[config.mk]
export PLATFORM = sky130hd
export DESIGN_NAME = kbt_cell
export DESIGN_NICKNAME = d
export VERILOG_FILES = /design/src/design/key_binding_table_assert.svh /design/src/design/kbt_pkg.sv /design/src/design/kbt_cell.sv
export SDC_FILE = /design/constraint.sdc
export NUM_CORES = 1
export LEC_CHECK = 0
export BUFFER_PORTS_ARGS = -buffer_cell sky130_fd_sc_hd__buf_2
export CELL_PAD_IN_SITES_DETAIL_PLACEMENT = 0
export CELL_PAD_IN_SITES_GLOBAL_PLACEMENT = 1
export CORE_MARGIN = 2
export CORE_UTILIZATION = 33
export DETAILED_ROUTE_END_ITERATION = 10
export HOLD_SLACK_MARGIN = 0.05
export PLACE_DENSITY_LB_ADDON = 0.08
export SETUP_SLACK_MARGIN = 0.3
export SYNTH_ARGS = -nofsm -noshare
export SYNTH_HDL_FRONTEND = slang
export SYNTH_SLANG_ARGS = --single-unit
[constraint.sdc]
create_clock -name clk -period 0.9 [get_ports clk]
set_input_delay 0.09 -clock clk [delete_from_list [all_inputs] [get_ports clk]]
set_output_delay 0.09 -clock clk [all_outputs]
set_load 0.02 [all_outputs]
[src/design/key_binding_table_assert.svh]
// ----------------------------------------------------------------------------
// Assertion macros for the key binding table.
// ----------------------------------------------------------------------------
`ifndef KEY_BINDING_TABLE_ASSERT_SVH
`define KEY_BINDING_TABLE_ASSERT_SVH

// The consequent must hold in the same cycle as the antecedent.
`define KBT_ASSERT_NOW(label, ante, cons, msg) \
  label: assert property (@(posedge clk) disable iff (!rst_n) (ante) |-> (cons)) \
    else $error(msg);

// The consequent must hold in the cycle after the antecedent.
`define KBT_ASSERT_NEXT(label, ante, cons, msg) \
  label: assert property (@(posedge clk) disable iff (!rst_n) (ante) |=> (cons)) \
    else $error(msg);

`endif

[src/design/kbt_pkg.sv]
// ----------------------------------------------------------------------------
// kbt_pkg
// Shared types and constants of the key binding table.
// ----------------------------------------------------------------------------
package kbt_pkg;

  localparam int TABLE_DEPTH = 256;
  localparam int IDX_W = $clog2(TABLE_DEPTH);
  localparam int CNT_W = IDX_W + 1;

  localparam logic [1:0] OP_LOOKUP = 2'd0;
  localparam logic [1:0] OP_SET    = 2'd1;
  localparam logic [1:0] OP_DELETE = 2'd2;

  localparam logic [1:0] ST_OK        = 2'd0;
  localparam logic [1:0] ST_NOT_FOUND = 2'd1;
  localparam logic [1:0] ST_FULL      = 2'd2;

  typedef struct packed {
    logic [15:0] key;
    logic [7:0]  value;
  } entry_t;

  typedef struct packed {
    logic   shift;
    entry_t tail;
  } ring_ctl_t;

  typedef struct packed {
    logic [CNT_W-1:0] count;
    logic             busy;
  } kbt_stat_t;

endpackage

[src/design/kbt_cell.sv]
// ----------------------------------------------------------------------------
// kbt_cell
// One slot of the rotating entry ring; takes the entry on its din (its neighbor's, or the ring tail) on a shift.
// ----------------------------------------------------------------------------
module kbt_cell
  import kbt_pkg::*;
(
  input  logic   clk,
  input  logic   shift,
  input  entry_t din,
  output entry_t dout
);

  entry_t entry_r;

  always_ff @(posedge clk) begin
    if (shift) begin
      entry_r <= din;
    end
  end

  assign dout = entry_r;

endmodule

# Word level (Yosys, flattened, before mapping)

Cells that the tools add are included.

Bits of input ports: 26
Output and inout port bits: 24
Flip-flop bits (word level): 24
Logic and storage cells: 2

# Longest topological paths before layout

Gate-level depths: netlist of run 1.

Word-level depth: 0
Gate-level depth with buffers: 0
Depth with buffers taken out: 0

# Worst setup path after synthesis of run 1

Ideal clock, no wire load.

Kind: register to output
Start point: register entry_r, in the netlist dout[0]
End point: output port dout[0] in the netlist's numbering
Data arrival time: 0.449 ns
Slack: 0.361 ns
Stages on the path, launching flop included: 1
Path buffers: 0
Cells stage by stage: edfxtp_1

RTL lines:

| what                   | line           | text |
|---|---|---|
| from (decl)            | kbt_cell.sv:14 | `entry_t entry_r;` |
| from (signal assigned) | kbt_cell.sv:18 | `entry_r <= din;` |
| to (decl)              | kbt_cell.sv:11 | `output entry_t dout` |

No word-level cell between the ends.

# Worst setup path after layout of run 1

Start point: register entry_r, in the netlist dout[18]
End point: output port dout[18] in the netlist's numbering

No word-level cell between the ends.

==> run_results.csv, run 1 <==
group,metric,value,unit
worst_setup_path,crit_path_top_delay_cell,"edfxtp_1",
finish,multi_input_area,0,um^2
floorplanning,die_h,50.7,um
finish,drive_above_1_share,68.8,%
drt,top_layer,"met4",
logic_synthesis,syn_nets,50,
worst_setup_path,crit_type,"register to output pin",
sta,finalSetupViolCount,24,
logic_synthesis,ys_seq_area_share,100,%
placement,portBuffers,49,
drt,wl,1160,um
placement,dpl_cell_area,0.00102,mm^2
finish,finish.net_count,105,
hold_path,hp-start,"din[10]",
floorplanning,io_pins,50,
drt,detail_route.iter0.violations,2,
sta,slew_headroom,91.4,%
hold_path,min_path_type,"input port to register",
drt,drtAntennaViolNets,0,
grt,grt_usage,9.94,%
logic_synthesis,syn_area,721,um^2
sta,timing.final.hold_violations,24,
logic_synthesis,yosys_register_bits,24,
finish,ff_latch_area,721,um^2
sta,period_minus_slack,931,ps
grt,antenna_found_initial,0,
finish,layoutNonFillerInstCount,104,
placement,gp_congestion,0.568,
cts,cts_buffers,3,
sta,timing.fmax,1070,MHz
grt,overflow,0,
finish,final_cell_mix,"buf_2, edfxtp_1, buf_6, clkbuf_4, buf_12",
finish,largest_reg_flops,24,
cts,post-cts-setup-buffers,0,
run,cap_violations,0,
run_status,status,"finished with violations",
drt,wire_per_inst,11.1,um
finish,fin_util,57.4,%
worst_setup_path,cp_slowest_stage_delay,400,ps
sta,whs,-39.7,ps
sta,drv_slew,0,
floorplanning,core_area,0.00200,mm^2
drt,wl_met3,102,um
cts,clk_pin_slew,110,ps
floorplanning,initial_utilization,36.0,%
worst_setup_path,critPathLaunchType,"register",
logic_synthesis,ys.warnings.count,0,
cts,clock_sinks,24,
floorplanning,fp.dieW,50.7,um
sta,rsz0062_at_grt,"yes",
power_and_ir_drop,p_leak,0.487,nW
worst_setup_path,path_cells,"buf_6",
grt,grt_pass1_vias,413,
worst_setup_path,worstSetupEndpointType,"output pin",
worst_setup_path,worstPathArrival,840,ps
run_status,failed_checks,"hold timing, setup timing",
drt,viasPerCell,4.11,
cts,cts_tree,"done",
logic_synthesis,syn_avg_cell_area,30.0,um^2
finish,final_area,0.00115,mm^2
logic_synthesis,ys_types,1,
finish,n_antenna_cell,0,
cts,htree_levels,1,
finish,layout_commonest_cell,"buf_2",
logic_synthesis,synth_cells,24,
floorplanning,die-area,0.00257,mm^2
worst_setup_path,cp_max_fo,1,
cts,root_buffer,"clkbuf_4",
sta,worstMarginPinSlew,129,ps
worst_setup_path,cp_top_family,"flip-flops",
grt,grt_max_degree,25,
drt,met2_length,625,um
power_and_ir_drop,power.density,1850,mW/mm^2
sta,fin_crit_sh,103,%
drt,wl_met1,403,um
power_and_ir_drop,peakVddDrop,0.00101,V
cts,clk_path_buf_depth,2,
finish,fillerInstances,164,
worst_setup_path,crit_start,"dout[18]",
drt,vias,427,
drt,drc,0,
finish,multi_input_cells,0,
grt,grt_pass1_wl,1770,um
floorplanning,rows,16,
worst_setup_path,crit_buf_inv,1,
sta,setup_ws,-31.3,ps
finish,area_growth,59.4,%
placement,dpl.cell_count,101,
worst_setup_path,critPathRequiredTime,810,ps
drt,dr.pass1.iters,2,
==> what timing repair did <==
action	in CTS	in global routing
gates cloned	0	0
setup endpoints to repair	24	24
resized for setup	4	30
hold endpoints to repair	24	24
==> power by group <==
part | total [W] | switching (W) | internal, W
combinational | 0.000341 | 0.000171 | 0.000170
clock | 0.000424 | 0.000268 | 0.000156
sequential | 0.00136 | 0.0000304 | 0.00133
total | 0.00212 | 0.000470 | 0.00165
==> metal layers <==
metal  GRT usage [%]  up-vias
li1                -      204
met1            10.1      193
met2            16.4       26
met3            3.27        4
met4            8.11        0
met5               0        -
==> cell usage after synthesis <==
cell       n  area share, %
edfxtp_1  24            100
==> cells by family (layout without fill, tap and decap cells) <==
family   Yosys count  after routing  share of synthesized area [%]
flops             24             24                            100
buf+inv            0             53                              0
==> cell type report <==
cell class / count / share of cell area [%]
Clock buffer: 3 / 1.96
Timing Repair Buffer: 50 / 32.4
Sequential cell: 24 / 62.7
Tap cell: 27 / 2.94
==> per-stage QoR <==
step / total power, W / worst slack (ps) / setup TNS (ps)
floorplan: 0.00149 / 361 / 0
global placement: 0.00164 / 230 / 0
detailed placement: 0.00165 / 222 / 0
CTS: 0.00209 / -62.7 / -980
global route: 0.00224 / -102 / -1970
finish: 0.00212 / -31.3 / -501
==> final timing paths <==
kind	end	cells after the start	slack, ps
min	dout[10]	1	-40
max	dout[18]	1	-30
Note: power is estimated with default switching activity, not from simulation.
==> inputs of run 2 (changes only) <==
==> constraint.sdc (replaced) <==
create_clock -name clk -period 1.1 [get_ports clk]
set_input_delay 0.11 -clock clk [delete_from_list [all_inputs] [get_ports clk]]
set_output_delay 0.11 -clock clk [all_outputs]
set_load 0.005 [all_outputs]
==> run 2 against run 1 <==
Effect of this change:
- clock power fell by 14%
- the flow now finishes without violations
- critical path type unchanged
- global-route usage rose by 1.3 points
- first-iteration DRC count rose to 4.5 times the previous value
- sequential share of layout area fell by 6.7 points
- largest cell class unchanged
- non-clock buffer count rose by 24
- critical endpoint is now dout[9]
- flip-flop and latch count did not move
- clock-buffer cell count did not move
- via count rose by 23%
- die area did not move
- design area rose by 12%
==> run_results.csv, run 2 (synthesis results as in run 1) <==
group,metric,value,unit
worst_setup_path,cp_slowest_stage_delay,380,ps
worst_setup_path,path_cells,"buf_2",
floorplanning,core_area,0.00200,mm^2
run_status,status,"completed",
placement,dpl_cell_area,0.00102,mm^2
cts,cts_tree,"done",
cts,post-cts-setup-buffers,0,
drt,dr.pass1.iters,4,
sta,slew_headroom,91.5,%
sta,worstMarginPinSlew,128,ps
power_and_ir_drop,internal-power,0.00135,W
placement,gp_congestion,0.565,
worst_setup_path,crit_buf_inv,1,
power_and_ir_drop,pwr-share-comb,12.4,%
grt,grt_pass1_wl,2050,um
sta,period_minus_slack,930,ps
drt,drtAntennaViolNets,0,
drt,wire_per_inst,10.4,um
worst_setup_path,crit_type,"register to output pin",
finish,finish.net_count,129,
grt,grt_pass1_vias,505,
grt,grt_max_degree,25,
cts,cts_buffers,3,
worst_setup_path,critPathRequiredTime,990,ps
worst_setup_path,worstPathArrival,820,ps
cts,clk_pin_slew,120,ps
drt,viasPerCell,4.08,
power_and_ir_drop,seqPwrFrac,65.7,%
power_and_ir_drop,p_leak,0.553,nW
sta,timing.final.hold_violations,0,
power_and_ir_drop,swShare,19.1,%
cts,root_buffer,"clkbuf_4",
grt,antenna_found_initial,0,
sta,finalSetupViolCount,0,
finish,final_area,0.00129,mm^2
run,cap_violations,0,
cts,htree_levels,1,
sta,drv_slew,0,
finish,multi_input_area,0,um^2
grt,overflow,0,
worst_setup_path,cp_max_fo,1,
finish,final_cell_mix,"buf_2, edfxtp_1, dlygate4sd3_1, clkbuf_4",
worst_setup_path,crit_path_top_delay_cell,"edfxtp_1",
worst_setup_path,worstSetupEndpointType,"output pin",
floorplanning,initial_utilization,36.0,%
finish,largest_reg_flops,24,
floorplanning,rows,16,
floorplanning,die-area,0.00257,mm^2
worst_setup_path,cp_top_family,"flip-flops",
cts,cts-resized-gates,0,
power_and_ir_drop,power.density,1300,mW/mm^2
floorplanning,io_pins,50,
worst_setup_path,critPathLaunchType,"register",
cts,clock_sinks,24,
floorplanning,die_h,50.7,um
grt,grt_usage,11.2,%
finish,drive_above_1_share,52.0,%
power_and_ir_drop,peakVddDrop,0.000791,V
finish,area_growth,78.5,%
drt,vias,526,
sta,rsz0062_at_grt,"yes",
power_and_ir_drop,power_frac_clock,21.9,%
finish,multi_input_cells,0,
cts,clk_path_buf_depth,2,
finish,layout_commonest_cell,"buf_2",
sta,tns,0,ps
hold_path,min_path_type,"input port to register",
drt,detail_route.iter0.violations,9,
placement,portBuffers,49,
finish,n_antenna_cell,0,
floorplanning,fp.dieW,50.7,um
sta,timing.fmax,1080,MHz
power_and_ir_drop,switchingPower,0.000319,W
drt,wl,1340,um
sta,fin_crit_sh,84.5,%
drt,drc,0,
-- run 2: cell type report --
class                   instances  area (um^2)
clock inverters                 1         3.75
fillers                       173          716
clock buffers                   3         22.5
flip-flops and latches         24          721
repair buffers                 74          505
well taps                      27         33.8
-- run 2: path summary, 6_finish.rpt --
| kind | start | to | depth (start not counted) |
|---|---|---|---|
| worst min-delay path | shift | dout[19] | 2 |
| worst max-delay path | dout[9] | dout[9] | 1 |
-- run 2: timing repair --
action,CTS,global route
endpoints found under the hold margin,24,0
setup endpoints to repair,24,24
pin swaps,0,0
hold buffers,24,0
-- run 2: power groups by stage --
| stage | Combinational (W) | Sequential [W] | Clock [W] |
|---|---|---|---|
| 2_1_floorplan | 0 | 0.00114 | 0 |
| 5_1_grt | 0.000226 | 0.00110 | 0.000424 |
| 6_report | 0.000207 | 0.00110 | 0.000366 |
| 4_1_cts | 0.000211 | 0.00110 | 0.000392 |
| 3_3_place_gp | 0.000144 | 0.00112 | 0 |
| 3_5_place_dp | 0.000146 | 0.00112 | 0 |
-- run 2: layer usage --
metal,global-route usage (%),vias to the layer above,wire length (um),share of wire (%)
li1,-,253,-,-
met1,10.3,243,472,35
met5,0,-,0,0
met4,8.11,0,28,2.1
met3,2.98,4,102,7.6
met2,20.8,26,734,55
-- run 2: per-stage QoR --
step	cells	worst slack (ps)	utilization [%]	hold slack [ps]	total power [W]
final	129	170	64.3	212	0.00167
after global routing	129	89.8	64.3	206	0.00175
after CTS	129	149	64.3	202	0.00170
after detailed placement	101	407	50.9	288	0.00127
after global placement	101	410	50.9	286	0.00126
after floorplan	24	635	-	209	0.00114
==> inputs of run 3 (changes only) <==
CORE_UTILIZATION = 27   (was 33)
clock period = 0.8 ns   (was 1.1 ns; I/O delays follow)
==> run 3 against run 2 <==
Effect of this change:
- the run now ends with hold timing, setup timing left
- hold slack lost 270 ps
- final cell count fell by 16%
- die area rose by 20%
- combinational power fell by 6%
- sequential power up 37%
- setup slack got worse by 280 ps
==> run_results.csv, run 3 (synthesis results as in run 1) <==
group,metric,value,unit
finish,area_growth,45.7,%
cts,clk_path_buf_depth,2,
sta,timing.fmax,1100,MHz
grt,grt_pass1_vias,427,
worst_setup_path,cp_slowest_stage_delay,390,ps
worst_setup_path,cp_top_family,"flip-flops",
worst_setup_path,cp_max_fo,1,
power_and_ir_drop,p_leak,0.452,nW
sta,setup_ws,-105,ps
drt,wl,1210,um
drt,top_layer,"met4",
cts,cts_tree,"done",
floorplanning,io_pins,50,
worst_setup_path,crit_path_top_delay_cell,"edfxtp_1",
power_and_ir_drop,power.density,2110,mW/mm^2
power_and_ir_drop,power,0.00221,W
floorplanning,core_area,0.00250,mm^2
run_status,failed_checks,"hold timing, setup timing",
sta,finalSetupViolCount,24,
cts,clock_sinks,24,
drt,wire_per_inst,11.2,um
cts,htree_levels,1,
power_and_ir_drop,power_frac_clock,22.8,%
sta,fin_crit_sh,113,%
drt,wl_met3,149,um
grt,overflow,0,
sta,worstMarginPinSlew,124,ps
power_and_ir_drop,swShare,19.3,%
placement,dpl_cell_area,0.00102,mm^2
finish,final_area,0.00105,mm^2
worst_setup_path,worstSetupEndpointType,"output pin",
finish,final_cell_mix,"buf_2, edfxtp_1, clkbuf_4, clkinv_1, buf_12",
sta,slew_headroom,91.8,%
floorplanning,die-area,0.00310,mm^2
worst_setup_path,path_cells,"buf_2",
power_and_ir_drop,pwr-share-comb,8.8,%
floorplanning,rows,18,
sta,rsz0062_at_grt,"yes",
sta,drv_slew,0,
power_and_ir_drop,internal-power,0.00178,W
power_and_ir_drop,switchingPower,0.000427,W
cts,root_buffer,"clkbuf_4",
worst_setup_path,worstPathArrival,830,ps
cts,cts_buffers,3,
grt,grt_pass1_wl,1900,um
cts,clk_pin_slew,120,ps
floorplanning,die_h,55.7,um
cts,cts-resized-gates,0,
drt,drtAntennaViolNets,0,
drt,detail_route.iter0.violations,2,
floorplanning,fp.dieW,55.7,um
power_and_ir_drop,seqPwrFrac,68.4,%
drt,wl_met1,402,um
finish,fillerInstances,235,
finish,largest_reg_flops,24,
finish,layout_commonest_cell,"buf_2",
placement,gp_congestion,0.587,
hold_path,min_path_type,"input port to register",
drt,vias,415,
finish,drive_above_1_share,67.9,%
grt,antenna_found_initial,0,
finish,finish.net_count,105,
sta,whs,-56.2,ps
worst_setup_path,critPathLaunchType,"register",
drt,viasPerCell,3.84,
worst_setup_path,crit_type,"register to output pin",
grt,grt_max_degree,25,
worst_setup_path,crit_buf_inv,1,
floorplanning,initial_utilization,28.8,%
finish,multi_input_cells,0,
power_and_ir_drop,peakVddDrop,0.00118,V
drt,met2_length,643,um
worst_setup_path,critPathRequiredTime,720,ps
drt,dr.pass1.iters,2,
sta,timing.final.hold_violations,24,
run_status,status,"finished with violations",
grt,grt_usage,8.21,%
run,cap_violations,0,
drt,drc,0,
finish,n_antenna_cell,0,
placement,pre_cts_ws,139,ps
finish,ff_latch_area,721,um^2
placement,portBuffers,49,
sta,period_minus_slack,905,ps
finish,multi_input_area,0,um^2
==> run 3: final timing paths <==
path	depth (start not counted)	end	startpoint	slack (ps)
worst max-delay path	1	dout[23]	dout[23]	-110
worst min-delay path	1	dout[2]	din[2]	-60
==> run 3: layout make-up <==
cell class | count | share of cell area (%)
clock buffer | 3 | 2.15
tap | 30 | 3.58
timing repair buffer | 50 | 25.3
clock inverter | 1 | 0.358
sequential | 24 | 68.7
==> run 3: per-stage QoR <==
| stage | utilization, % | setup TNS (ps) | instances |
|---|---|---|---|
| detailed placement | 40.9 | 0 | 104 |
| floorplan | - | 0 | 24 |
| global route | 42.0 | -3340 | 108 |
| finish | 42.0 | -2110 | 108 |
| CTS | 42.0 | -2560 | 108 |
| global placement | 40.9 | 0 | 104 |
==> run 3: what timing repair did <==
item                       CTS  global route
setup buffers                0             0
pin swaps                    0             0
hold endpoints to repair    24            24
setup endpoints to repair   24            24
==> run 3: per-layer routing <==
metal / GRT usage, % / vias up
li1: - / 204
met1: 7.73 / 182
met2: 14.3 / 27
met3: 3.72 / 2
met4: 5.23 / 0
met5: 0 / -
==> run 3: power groups by stage <==
stage               logic [W]  clock network (W)  registers, W
detailed placement   0.000201                  0       0.00154
CTS                  0.000201           0.000534       0.00151
global placement     0.000200                  0       0.00154
finish               0.000195           0.000505       0.00151
global route         0.000216           0.000586       0.00152
floorplan                   0                  0       0.00156
