<file path="src/design/key_binding_table_assert.svh">
// ----------------------------------------------------------------------------
// Assertion macros for the key binding table.
// ----------------------------------------------------------------------------
`ifndef KEY_BINDING_TABLE_ASSERT_SVH
`define KEY_BINDING_TABLE_ASSERT_SVH

// The consequent must hold in the same cycle as the antecedent.
`define KBT_ASSERT_NOW(label, ante, cons, msg) \
  label: assert property (@(posedge clk) disable iff (!rst_n) (ante) |-> (cons)) \
    else $error(msg);

// The consequent must hold in the cycle after the antecedent.
`define KBT_ASSERT_NEXT(label, ante, cons, msg) \
  label: assert property (@(posedge clk) disable iff (!rst_n) (ante) |=> (cons)) \
    else $error(msg);

`endif

</file>
<file path="src/design/kbt_pkg.sv">
// ----------------------------------------------------------------------------
// kbt_pkg
// Shared types and constants of the key binding table.
// ----------------------------------------------------------------------------
package kbt_pkg;

  localparam int TABLE_DEPTH = 256;
  localparam int IDX_W = $clog2(TABLE_DEPTH);
  localparam int CNT_W = IDX_W + 1;

  localparam logic [1:0] OP_LOOKUP = 2'd0;
  localparam logic [1:0] OP_SET    = 2'd1;
  localparam logic [1:0] OP_DELETE = 2'd2;

  localparam logic [1:0] ST_OK        = 2'd0;
  localparam logic [1:0] ST_NOT_FOUND = 2'd1;
  localparam logic [1:0] ST_FULL      = 2'd2;

  typedef struct packed {
    logic [15:0] key;
    logic [7:0]  value;
  } entry_t;

  typedef struct packed {
    logic   shift;
    entry_t tail;
  } ring_ctl_t;

  typedef struct packed {
    logic [CNT_W-1:0] count;
    logic             busy;
  } kbt_stat_t;

endpackage

</file>
<file path="src/design/kbt_ctrl.sv">
// ----------------------------------------------------------------------------
// kbt_ctrl
// Sequencer that rotates the ring past the head cell and edits entries there.
// ----------------------------------------------------------------------------
module kbt_ctrl
  import kbt_pkg::*;
(
  input  logic        clk,
  input  logic        rst_n,
  input  logic        in_valid,
  output logic        in_ready,
  input  logic [1:0]  in_op,
  input  logic [15:0] in_key,
  input  logic [7:0]  in_func_index,
  output logic        out_valid,
  input  logic        out_ready,
  output logic [1:0]  out_status,
  output logic        out_was_present,
  output logic [7:0]  out_bound_index,
  input  entry_t      head,
  output ring_ctl_t   ring,
  output kbt_stat_t   stat
);

  typedef enum logic [3:0] {
    S_IDLE = 4'b0001,
    S_SCAN = 4'b0010,
    S_FILL = 4'b0100,
    S_DONE = 4'b1000
  } state_t;

  localparam logic [IDX_W-1:0] LAST_IDX = IDX_W'(TABLE_DEPTH - 1);

  state_t           state_r, state_nxt;
  logic [IDX_W-1:0] idx_r, idx_nxt;
  logic [CNT_W-1:0] cnt_r, cnt_nxt;
  logic             found_r, found_nxt;
  logic             append_r, append_nxt;
  logic [IDX_W-1:0] slot_r, slot_nxt;
  logic [7:0]       val_r, val_nxt;
  entry_t           last_r, last_nxt;
  logic [1:0]       op_r;
  logic [15:0]      key_r;
  logic [7:0]       fidx_r;
  logic             out_valid_r, out_valid_nxt;
  logic [1:0]       status_r, status_nxt;
  logic             present_r, present_nxt;
  logic [7:0]       bound_r, bound_nxt;

  logic [CNT_W-1:0] idx_ext;
  logic             in_use;
  logic             hit;
  logic             at_end;
  logic             take_out;
  logic [1:0]       res_status;
  logic             res_present;
  logic [7:0]       res_bound;

  assign idx_ext  = {1'b0, idx_r};
  assign in_use   = idx_ext < cnt_r;
  assign hit      = in_use && (head.key == key_r) && (key_r != 16'd0) && !found_r;
  assign at_end   = idx_r == LAST_IDX;
  assign take_out = !out_valid_r || out_ready;

  always_comb begin
    res_status  = ST_NOT_FOUND;
    res_present = 1'b0;
    res_bound   = 8'd0;
    case (op_r)
      OP_SET: begin
        if (key_r == 16'd0) begin
          res_status = ST_NOT_FOUND;
        end else if (found_r) begin
          res_status  = ST_OK;
          res_present = 1'b1;
          res_bound   = fidx_r;
        end else if (append_r) begin
          res_status = ST_OK;
          res_bound  = fidx_r;
        end else begin
          res_status = ST_FULL;
        end
      end
      OP_DELETE: begin
        if (found_r) begin
          res_status  = ST_OK;
          res_present = 1'b1;
        end
      end
      default: begin
        if (found_r) begin
          res_status  = ST_OK;
          res_present = 1'b1;
          res_bound   = val_r;
        end
      end
    endcase
  end

  always_comb begin
    state_nxt     = state_r;
    idx_nxt       = idx_r;
    cnt_nxt       = cnt_r;
    found_nxt     = found_r;
    append_nxt    = append_r;
    slot_nxt      = slot_r;
    val_nxt       = val_r;
    last_nxt      = last_r;
    out_valid_nxt = out_valid_r;
    status_nxt    = status_r;
    present_nxt   = present_r;
    bound_nxt     = bound_r;
    ring.shift    = 1'b0;
    ring.tail     = head;
    if (out_valid_r && out_ready) begin
      out_valid_nxt = 1'b0;
    end
    case (state_r)
      S_IDLE: begin
        if (in_valid) begin
          state_nxt  = S_SCAN;
          idx_nxt    = '0;
          found_nxt  = 1'b0;
          append_nxt = 1'b0;
        end
      end
      S_SCAN: begin
        ring.shift = 1'b1;
        if (hit) begin
          found_nxt = 1'b1;
          slot_nxt  = idx_r;
          val_nxt   = head.value;
          if (op_r == OP_SET) begin
            ring.tail.value = fidx_r;
          end
        end
        if ((op_r == OP_SET) && (idx_ext == cnt_r) && !found_r && (key_r != 16'd0)) begin
          ring.tail.key   = key_r;
          ring.tail.value = fidx_r;
          append_nxt      = 1'b1;
        end
        if (idx_ext == cnt_r - CNT_W'(1)) begin
          last_nxt = head;
        end
        if (at_end) begin
          idx_nxt = '0;
          if ((op_r == OP_DELETE) && (found_r || hit)) begin
            state_nxt = S_FILL;
          end else begin
            state_nxt = S_DONE;
          end
        end else begin
          idx_nxt = idx_r + IDX_W'(1);
        end
      end
      S_FILL: begin
        ring.shift = 1'b1;
        if (idx_r == slot_r) begin
          ring.tail = last_r;
        end
        if (at_end) begin
          idx_nxt   = '0;
          state_nxt = S_DONE;
        end else begin
          idx_nxt = idx_r + IDX_W'(1);
        end
      end
      S_DONE: begin
        if (take_out) begin
          out_valid_nxt = 1'b1;
          status_nxt    = res_status;
          present_nxt   = res_present;
          bound_nxt     = res_bound;
          state_nxt     = S_IDLE;
          if (append_r) begin
            cnt_nxt = cnt_r + CNT_W'(1);
          end else if ((op_r == OP_DELETE) && found_r) begin
            cnt_nxt = cnt_r - CNT_W'(1);
          end
        end
      end
      default: begin
        state_nxt = S_IDLE;
      end
    endcase
  end

  always_ff @(posedge clk) begin
    if (!rst_n) begin
      state_r     <= S_IDLE;
      cnt_r       <= '0;
      out_valid_r <= 1'b0;
      idx_r       <= '0;
    end else begin
      state_r     <= state_nxt;
      cnt_r       <= cnt_nxt;
      out_valid_r <= out_valid_nxt;
      idx_r       <= idx_nxt;
    end
  end

  always_ff @(posedge clk) begin
    found_r   <= found_nxt;
    append_r  <= append_nxt;
    slot_r    <= slot_nxt;
    val_r     <= val_nxt;
    last_r    <= last_nxt;
    status_r  <= status_nxt;
    present_r <= present_nxt;
    bound_r   <= bound_nxt;
    if ((state_r == S_IDLE) && in_valid) begin
      op_r   <= in_op;
      key_r  <= in_key;
      fidx_r <= in_func_index;
    end
  end

  assign in_ready        = state_r == S_IDLE;
  assign out_valid       = out_valid_r;
  assign out_status      = status_r;
  assign out_was_present = present_r;
  assign out_bound_index = bound_r;
  assign stat.count      = cnt_r;
  assign stat.busy       = state_r != S_IDLE;

endmodule

</file>
<file path="config.mk">
export PLATFORM = sky130hd
export DESIGN_NAME = kbt_ctrl
export DESIGN_NICKNAME = d
export VERILOG_FILES = /design/src/design/key_binding_table_assert.svh /design/src/design/kbt_pkg.sv /design/src/design/kbt_ctrl.sv
export SDC_FILE = /design/constraint.sdc
export NUM_CORES = 1
export LEC_CHECK = 0
export ABC_AREA = 1
export BUFFER_PORTS_ARGS = -buffer_cell sky130_fd_sc_hd__buf_2
export CAP_MARGIN = 20
export CORE_MARGIN = 2
export CORE_UTILIZATION = 35
export DETAILED_ROUTE_END_ITERATION = 7
export MAX_ROUTING_LAYER = met4
export SYNTH_ARGS = -nofsm -noshare
export SYNTH_HDL_FRONTEND = slang
export SYNTH_SLANG_ARGS = --single-unit
</file>
<file path="constraint.sdc">
create_clock -name clk -period 4.5 [get_ports clk]
set_input_delay 0.9 -clock clk [delete_from_list [all_inputs] [get_ports clk]]
set_output_delay 0.9 -clock clk [all_outputs]
set_load 0.05 [all_outputs]
</file>
Word level (Yosys, flattened, before mapping)
Index checks and enable logic that the tools add are counted.
- bits in registers: 101
- input port bits: 54
- output and inout port bits: 48
- word-level logic and storage cells: 103
- add/sub/neg operators: 3
- $lt $le $gt $ge: 1
- equal/unequal tests: 18
- multiplexer cells: 37
- reductions and logical operators: 28
- operator list (kind ; count):
    $mux W8 ; 8
    $pmux W25 S2 ; 1
    $mux W24 ; 2
    $pmux W8 S2 ; 2
    $mux W4 ; 5
    $eq A8 B9 Y1 ; 2
    $mux W9 ; 2
    $eq A16 B16 Y1 ; 1
    $logic_not A16 Y1 ; 1
    $pmux W4 S4 ; 1
    $reduce_bool A16 Y1 ; 1
    $ne A2 B2 Y1 const B ; 6
    $logic_and A1 B1 Y1 ; 10
    $mux W1 ; 10
    $add A9 B1 Y9 const B ; 1
    $lt A8 B9 Y1 ; 1
    $reduce_and A3 Y1 ; 3
    $sub A9 B1 Y9 const B ; 1
    $add A8 B1 Y8 const B ; 1
    $eq A8 B8 Y1 ; 1
    $eq A8 B8 Y1 const B ; 1
    $mux W2 ; 4
    $reduce_and A2 Y1 ; 4
    $reduce_bool A2 Y1 ; 3
    12 further kinds ; 15

Longest topological paths before layout
Gate-level depths: netlist of run 1.
- depth in word-level cells: 9
- depth in mapped cells: 13
- mapped depth without buffers: 13

Worst setup path after synthesis of run 1
OpenSTA, ideal clock, no wires.
- path type: register -> output
- from: register cnt_r[2]
- to: output ring[0] (netlist name)
- arrival: 2525 ps
- data required time: 3600 ps
- path slack: 1075 ps
- cell stages (with the launch flop): 12
- path buffers: 0
- path through: dfxtp_1 inv_1 ha_1 nand2_1 inv_1 nand2_1 o21ai_0 o21ai_2 nand4_1 nand2_1 nand3_1 nand2_1
- RTL lines (element ; line ; RTL):
    start: declaration ; kbt_ctrl.sv:36 ; logic [CNT_W-1:0] cnt_r, cnt_nxt;
    start signal: assignment ; kbt_ctrl.sv:196 ; cnt_r <= cnt_nxt;
    end: declaration ; kbt_ctrl.sv:21 ; output ring_ctl_t ring,

==> reports/summary.txt, run 1 <==
worst slew pin tran: 793 ps
Synth area leader: edfxtp_1
Fmax: 261 MHz
vias per inst: 4.81
CP most frequent cell: nand2_1
ant diodes: 0
Worst EP required: 3600 ps
CTS tree: built
status: complete, no violations
dpl hpwl: 11.3 mm
fin crit period: 3830 ps
ratio of final minimum period to clock period: 85.2%
pwr/cell area: 376 nW/µm²
Placed Area: 6500 µm²
CP peak stage delay: 420 ps
Synth Cell Area: 5730 µm²
Skew-Pair Late Insertion Delay: 360 ps
Post-Syn Area per Cell: 8.66 µm²
cts repair resizes: 0
Core Area: 15900 µm²
pins over their slew limit: 0
design area: 6830 µm²
Via Count: 4745
Distinct cells, synth: 46
critical-path cell with the highest stage delay: dfxtp_1
# port buffers: 101
asr flop ratio synth: 0%
routability congestion estimate: 0.951
die height: 132 µm
H-Tree Depth: 3
pin count of the biggest net entering global routing: 27
Avg WL per Cell: 15.2 µm
Clock Path Buffers: 2
die footprint: 17400 µm²
DRT Wirelength: 15.0 mm
Final Non-Filler Cells: 987
IO Count: 102
skew final: 8.12 ps
FP Rows: 46
Placed Cells: 971
Sum Neg Setup Slack: 0 ps
top cells by area, synth: edfxtp_1 41%, nand2_1 11%, dfxtp_1 7.7%
final setup vio count: 0
Post-DRT Antenna Nets: 0
CP startpoint kind: register
Seq/Total Area, Yosys: 49.1%
Hold Path Class: register to register
Iter 0 DRT Violations: 323
setup repair bufs after CTS: 0
critical path class: register to output pin
Initial Util: 36.0%
Yosys top cell area share: 41.4%
maxcap violations: 0
CTS Hold Buffers Added: 0
Final Hold Viols: 0
first-pass GRT wire length: 24.2 mm
hold slack final: 550 ps
number of synthesized flops with an enable pin: 79
maximum vdd ir drop: 0.335 mV
syn nets: 729
Worst EP arrival: 2930 ps
drc violations: 0
Die W: 132 µm
CTS buffer count: 9
CTS Sinks: 101
Yosys warning total: 0
RSZ-0062 raised after global routing: false
FF+latch count, synth: 101
Final nets: 833
Tot GR Track Use: 18.2%
Synth Flop Type: edfxtp_1
crit-path cells: inv_1 > ha_1 > nand2_1 > inv_1 > nand2_1 > o21ai_0 > o21ai_2 > nand4_1 > nand2_1 > nand3_1 > nand2_1 > buf_2
Reg clk slew, reported paths: 70 ps
share of cells above drive strength 1: 22.4%
clock root cell: clkbuf_16
crit path capture type: output pin
vias in the first global route: 4605
cell count after synthesis: 662
P_leak: 0.00304 µW
maximum fanout along the worst path: 9
Layout area overhead: 19.1%
global route overflow: 0
Slew HR: 46.9%
DR pass1 iterations: 6
initial antenna violation count: 0
metrics by stage:
stage | util [%] | setup WS, ps | total power [µW]
floorplan | - | 1080 | 1540
global placement | 40.6 | 1050 | 1710
detailed placement | 40.8 | 1020 | 1720
CTS | 42.8 | 676 | 2600
global route | 42.8 | 419 | 2690
finish | 42.8 | 668 | 2570
cells by family after synthesis:
| family | Yosys count | synth area share (%) |
|---|---|---|
| adders and majority gates | 13 | 2.84 |
| and+or+nand+nor | 317 | 25.9 |
| buffers and inverters | 104 | 7.42 |
| xor gates and xnor gates | 27 | 4.13 |
| AOI/OAI and AO/OA | 100 | 10.6 |
| DFF | 101 | 49.1 |
path summary, 6_finish.rpt:
| path | start | end | slack, ps | cells past startpoint |
|---|---|---|---|---|
| max | cnt_r[4] | ring[4] | 670 | 12 |
| min | out_valid | out_valid | 550 | 3 |
| max reg2reg | idx_r[6] | val_r[0] | 1600 | 11 |
| min reg2reg | out_valid | out_valid | 550 | 3 |
flip-flops by register name (all words and copies together), names as in the netlist:
signal and flops:
fidx_r 8, cnt_r 9, out_bound_index 8, last_r 24, out_was_present 1, op_r 2
out_status 2, idx_r 8, key_r 16, out_valid 1, found_r 1, append_r 1
slot_r 8, val_r 8, state_r 4
final cells by class:
type	instances	area, µm²
timing repair buffer	109	586
clock inverter	7	103
sequential	101	2810
multi-input combinational	457	2500
fill	1610	9120
clock buffer	9	225
inverter	88	333
tap	216	270
cell usage in the layout, fill, tap and decap left out, types with 2 or more instances in the layout:
| cell type | netlist | final |
|---|---|---|
| xnor2_1 | 7 | 7 |
| nand3_4 | 3 | 3 |
| nand4_1 | 18 | 18 |
| clkbuf_16 | 0 | 9 |
| buf_4 | 2 | 7 |
| buf_2 | 4 | 101 |
| o21a_1 | 8 | 8 |
| o211ai_1 | 2 | 2 |
| nor2_1 | 49 | 48 |
| a21oi_1 | 30 | 30 |
| inv_6 | 0 | 3 |
| inv_2 | 8 | 8 |
| nor2_4 | 4 | 4 |
| a31oi_1 | 5 | 5 |
| nand3_1 | 33 | 33 |
| nor3_4 | 2 | 2 |
| nand3_2 | 2 | 2 |
| nand2_1 | 172 | 172 |
| a22oi_1 | 16 | 16 |
| nand2_2 | 12 | 12 |
| bufinv_16 | 0 | 2 |
| ha_1 | 13 | 13 |
| nand3b_1 | 2 | 2 |
| or2_2 | 4 | 4 |
| xor2_1 | 20 | 20 |
| edfxtp_1 | 79 | 79 |
| dfxtp_1 | 22 | 22 |
| inv_1 | 78 | 78 |
| nor3_1 | 5 | 5 |
| a211oi_1 | 3 | 3 |
| o21ai_0 | 29 | 29 |
| nor2_2 | 7 | 8 |
power breakdown:
part / internal [µW] / switching [µW]
sequential: 1070 / 51.2
combinational: 163 / 413
clock: 497 / 373
total: 1730 / 838
Yosys cell counts, types with 2 or more instances:
| master | n |
|---|---|
| xor2_1 | 20 |
| nand2_1 | 172 |
| a21oi_1 | 30 |
| o21ai_0 | 29 |
| nor3_1 | 5 |
| a22oi_1 | 16 |
| nand3b_1 | 2 |
| nor3_4 | 2 |
| ha_1 | 13 |
| nand4_1 | 18 |
| a31oi_1 | 5 |
| inv_2 | 8 |
| buf_2 | 4 |
| o21a_1 | 8 |
| a211oi_1 | 3 |
| buf_4 | 2 |
| edfxtp_1 | 79 |
| clkbuf_1 | 7 |
| nor2_1 | 49 |
| o211ai_1 | 2 |
| nand3_4 | 3 |
| nand2_2 | 12 |
| xnor2_1 | 7 |
| nor2_4 | 4 |
| nand3_2 | 2 |
| nor2_2 | 7 |
| dfxtp_1 | 22 |
| or2_2 | 4 |
| nand3_1 | 33 |
| inv_1 | 78 |
worst max-delay path: cells and delay by family (launching register included):
family          cells  cell delay, ps
buf+inv             3             440
compound gates      2             480
flops               1             420
simple gates        6             880
fa+ha+maj           1             340
routing by layer:
| metal | vias to the layer above | wire, µm | global-route usage (%) |
|---|---|---|---|
| li1 | 2414 | - | - |
| met1 | 2186 | 6870 | 22.5 |
| met2 | 118 | 7230 | 29.7 |
| met3 | 27 | 557 | 3.11 |
| met4 | 0 | 309 | 6.94 |
| met5 | - | 0 | - |
(Power assumes the default switching activity.)
==> run 2: changes to the inputs <==
- GPL_TIMING_DRIVEN: default -> 0
==> run 2 against run 1 <==
Net effect: sequential share of layout area decreased by 0.098 points; setup slack got worse by 190 ps; die area unchanged; total power decreased by 3.1%; fmax decreased by 4.6%; critical path depth unchanged; critical endpoint is now ring[0]; first-iteration DRC count decreased by 1.9%; count of clock-buffer cells in the layout increased by 2; sequential power about the same; critical path type unchanged; clock skew decreased by 1.7 ps; sequential cell count unchanged; worst hold slack got worse by 59 ps.
==> reports/summary.txt, run 2 (same netlist as run 1, synthesis figures left out) <==
crit path capture type: output pin (unchanged)
Iter 0 DRT Violations: 317 (was 323)
clock root cell: clkbuf_16 (unchanged)
Final nets: 842 (was 833)
global route overflow: 0 (unchanged)
pins over their slew limit: 0 (unchanged)
Critical R2R Launch: cnt_r[0] (was idx_r[6])
Initial Util: 36.0% (unchanged)
routability congestion estimate: 0.836 (was 0.951)
dpl hpwl: 11.2 mm (was 11.3 mm)
Via Count: 4763 (was 4745)
Slew HR: 37.4% (was 46.9%)
share of cells above drive strength 1: 22.2% (was 22.4%)
# port buffers: 100 (was 101)
Largest Register: last_r (unchanged)
Sum Neg Setup Slack: 0 ps (unchanged)
largest registers: last_r x24, key_r x16, cnt_r x9 (unchanged)
pin count of the biggest net entering global routing: 27 (unchanged)
fin crit period: 4020 ps (was 3830 ps)
Clock Path Buffers: 2 (unchanged)
status: complete, no violations (unchanged)
FP Rows: 46 (unchanged)
worst slew pin tran: 938 ps (was 793 ps)
critical path class: register to output pin (unchanged)
initial antenna violation count: 0 (unchanged)
die footprint: 17400 µm² (unchanged)
maximum vdd ir drop: 0.215 mV (was 0.335 mV)
DR pass1 iterations: 5 (was 6)
r2r setup slk: 1650 ps (was 1600 ps)
Post-DRT Antenna Nets: 0 (unchanged)
max reg flops: 24 (unchanged)
ratio of final minimum period to clock period: 89.3% (was 85.2%)
overall power: 2490 µW (was 2570 µW)
ant diodes: 0 (unchanged)
Final Hold Viols: 0 (unchanged)
final setup vio count: 0 (unchanged)
CP startpoint kind: register (unchanged)
maximum fanout along the worst path: 9 (unchanged)
pwr/cell area: 364 nW/µm² (was 376 nW/µm²)
CP Launch Point: cnt_r[4] (unchanged)
setup repair bufs after CTS: 0 (unchanged)
H-Tree Depth: 3 (unchanged)
RSZ-0062 raised after global routing: false (unchanged)
CTS buffer count: 9 (unchanged)
vias in the first global route: 4677 (was 4605)
CTS tree: built (unchanged)
drc violations: 0 (unchanged)
maxcap violations: 0 (unchanged)
Hold Path Class: register to register (unchanged)
P_leak: 0.00304 µW (about the same)
Layout area overhead: 19.4% (was 19.1%)
Die W: 132 µm (unchanged)
commonest non-fill, non-tap cell in the layout: nand2_1 (unchanged)
Skew-Pair Late Insertion Delay: 350 ps (was 360 ps)
Reg clk slew, reported paths: 70 ps (about the same)
Tot GR Track Use: 17.9% (was 18.2%)
Worst EP required: 3600 ps (about the same)
Util after Layout: 42.9% (was 42.8%)
vias per inst: 4.78 (was 4.81)
skew final: 6.43 ps (was 8.12 ps)
hold_sp: idx_r[7] (was out_valid)
IO Count: 102 (unchanged)
die height: 132 µm (unchanged)
Core Area: 15900 µm² (unchanged)
Fmax: 249 MHz (was 261 MHz)
cts repair resizes: 0 (unchanged)
CTS Sinks: 101 (unchanged)
Avg WL per Cell: 14.9 µm (was 15.2 µm)
DRT Wirelength: 14.8 mm (was 15.0 mm)
most frequent cells in the layout: 172 x nand2_1, 104 x buf_2, 79 x edfxtp_1 (was 172 x nand2_1, 101 x buf_2, 79 x edfxtp_1)
first-pass GRT wire length: 23.7 mm (was 24.2 mm)
CTS Hold Buffers Added: 0 (unchanged)
Fillers: 1614 (was 1610)
Worst EP arrival: 3120 ps (was 2930 ps)
==> run 2: cell types whose count changed in the layout (fill, tap and decap cells not counted), moves of 2 or more <==
| cell | change |
|---|---|
| clkbuf_1 | +9 |
| buf_4 | -5 |
| buf_2 | +3 |
| buf_8 | +2 |
==> run 2: cell type report <==
class | instances | area [µm²] | area share (%)
flip-flops and latches | 101 | 2810 | 41.1
multi-input cells | 457 | 2500 | 36.5
repair buffers | 102 | 543 | 7.94
inverters | 88 | 333 | 4.86
well taps | 216 | 270 | 3.95
clock buffers | 11 | 233 | 3.40
plain buffers | 16 | 92.6 | 1.35
clock inverters | 5 | 58.8 | 0.860
==> run 2: worst paths after layout <==
check	cells past startpoint	end
max reg2reg	9	last_r[11]
max	12	ring[0]
min	0	slot_r[7]
min reg2reg	0	slot_r[7]
==> run 2: per-stage QoR <==
| stage | std cells | setup slack, ps | instance area, µm² | hold slack [ps] |
|---|---|---|---|---|
| 2_1_floorplan | 662 | 1080 | 5730 | 429 |
| 3_3_place_gp | 978 | 674 | 6500 | 470 |
| 3_5_place_dp | 979 | 914 | 6520 | 473 |
| 4_1_cts | 995 | 516 | 6810 | 492 |
| 5_1_grt | 996 | 306 | 6840 | 492 |
| 6_report | 996 | 483 | 6840 | 491 |
==> run 2: report_power, final <==
part	total, µW	switching, µW	internal [µW]
clock network	784	350	434
registers	1110	41.8	1070
logic	593	427	166
==> run 2: layer usage <==
| metal | wire (µm) | vias up | track usage, % |
|---|---|---|---|
| met5 | 0 | - | - |
| met4 | 274 | 0 | 6.70 |
| met3 | 704 | 21 | 3.08 |
| met2 | 6980 | 145 | 29.0 |
| met1 | 6890 | 2161 | 22.5 |
| li1 | - | 2436 | - |
==> run 2: worst max-delay path, cell delays in order (launching register included) <==
cell and delay, ps:
dfxtp_1 430, inv_1 150, ha_1 350, nand2_1 110, inv_1 60, nand2_1 50, o21ai_0 90, o21ai_2 410
nand4_1 470, nand2_1 180, nand3_1 90, nand2_1 100, buf_2 270
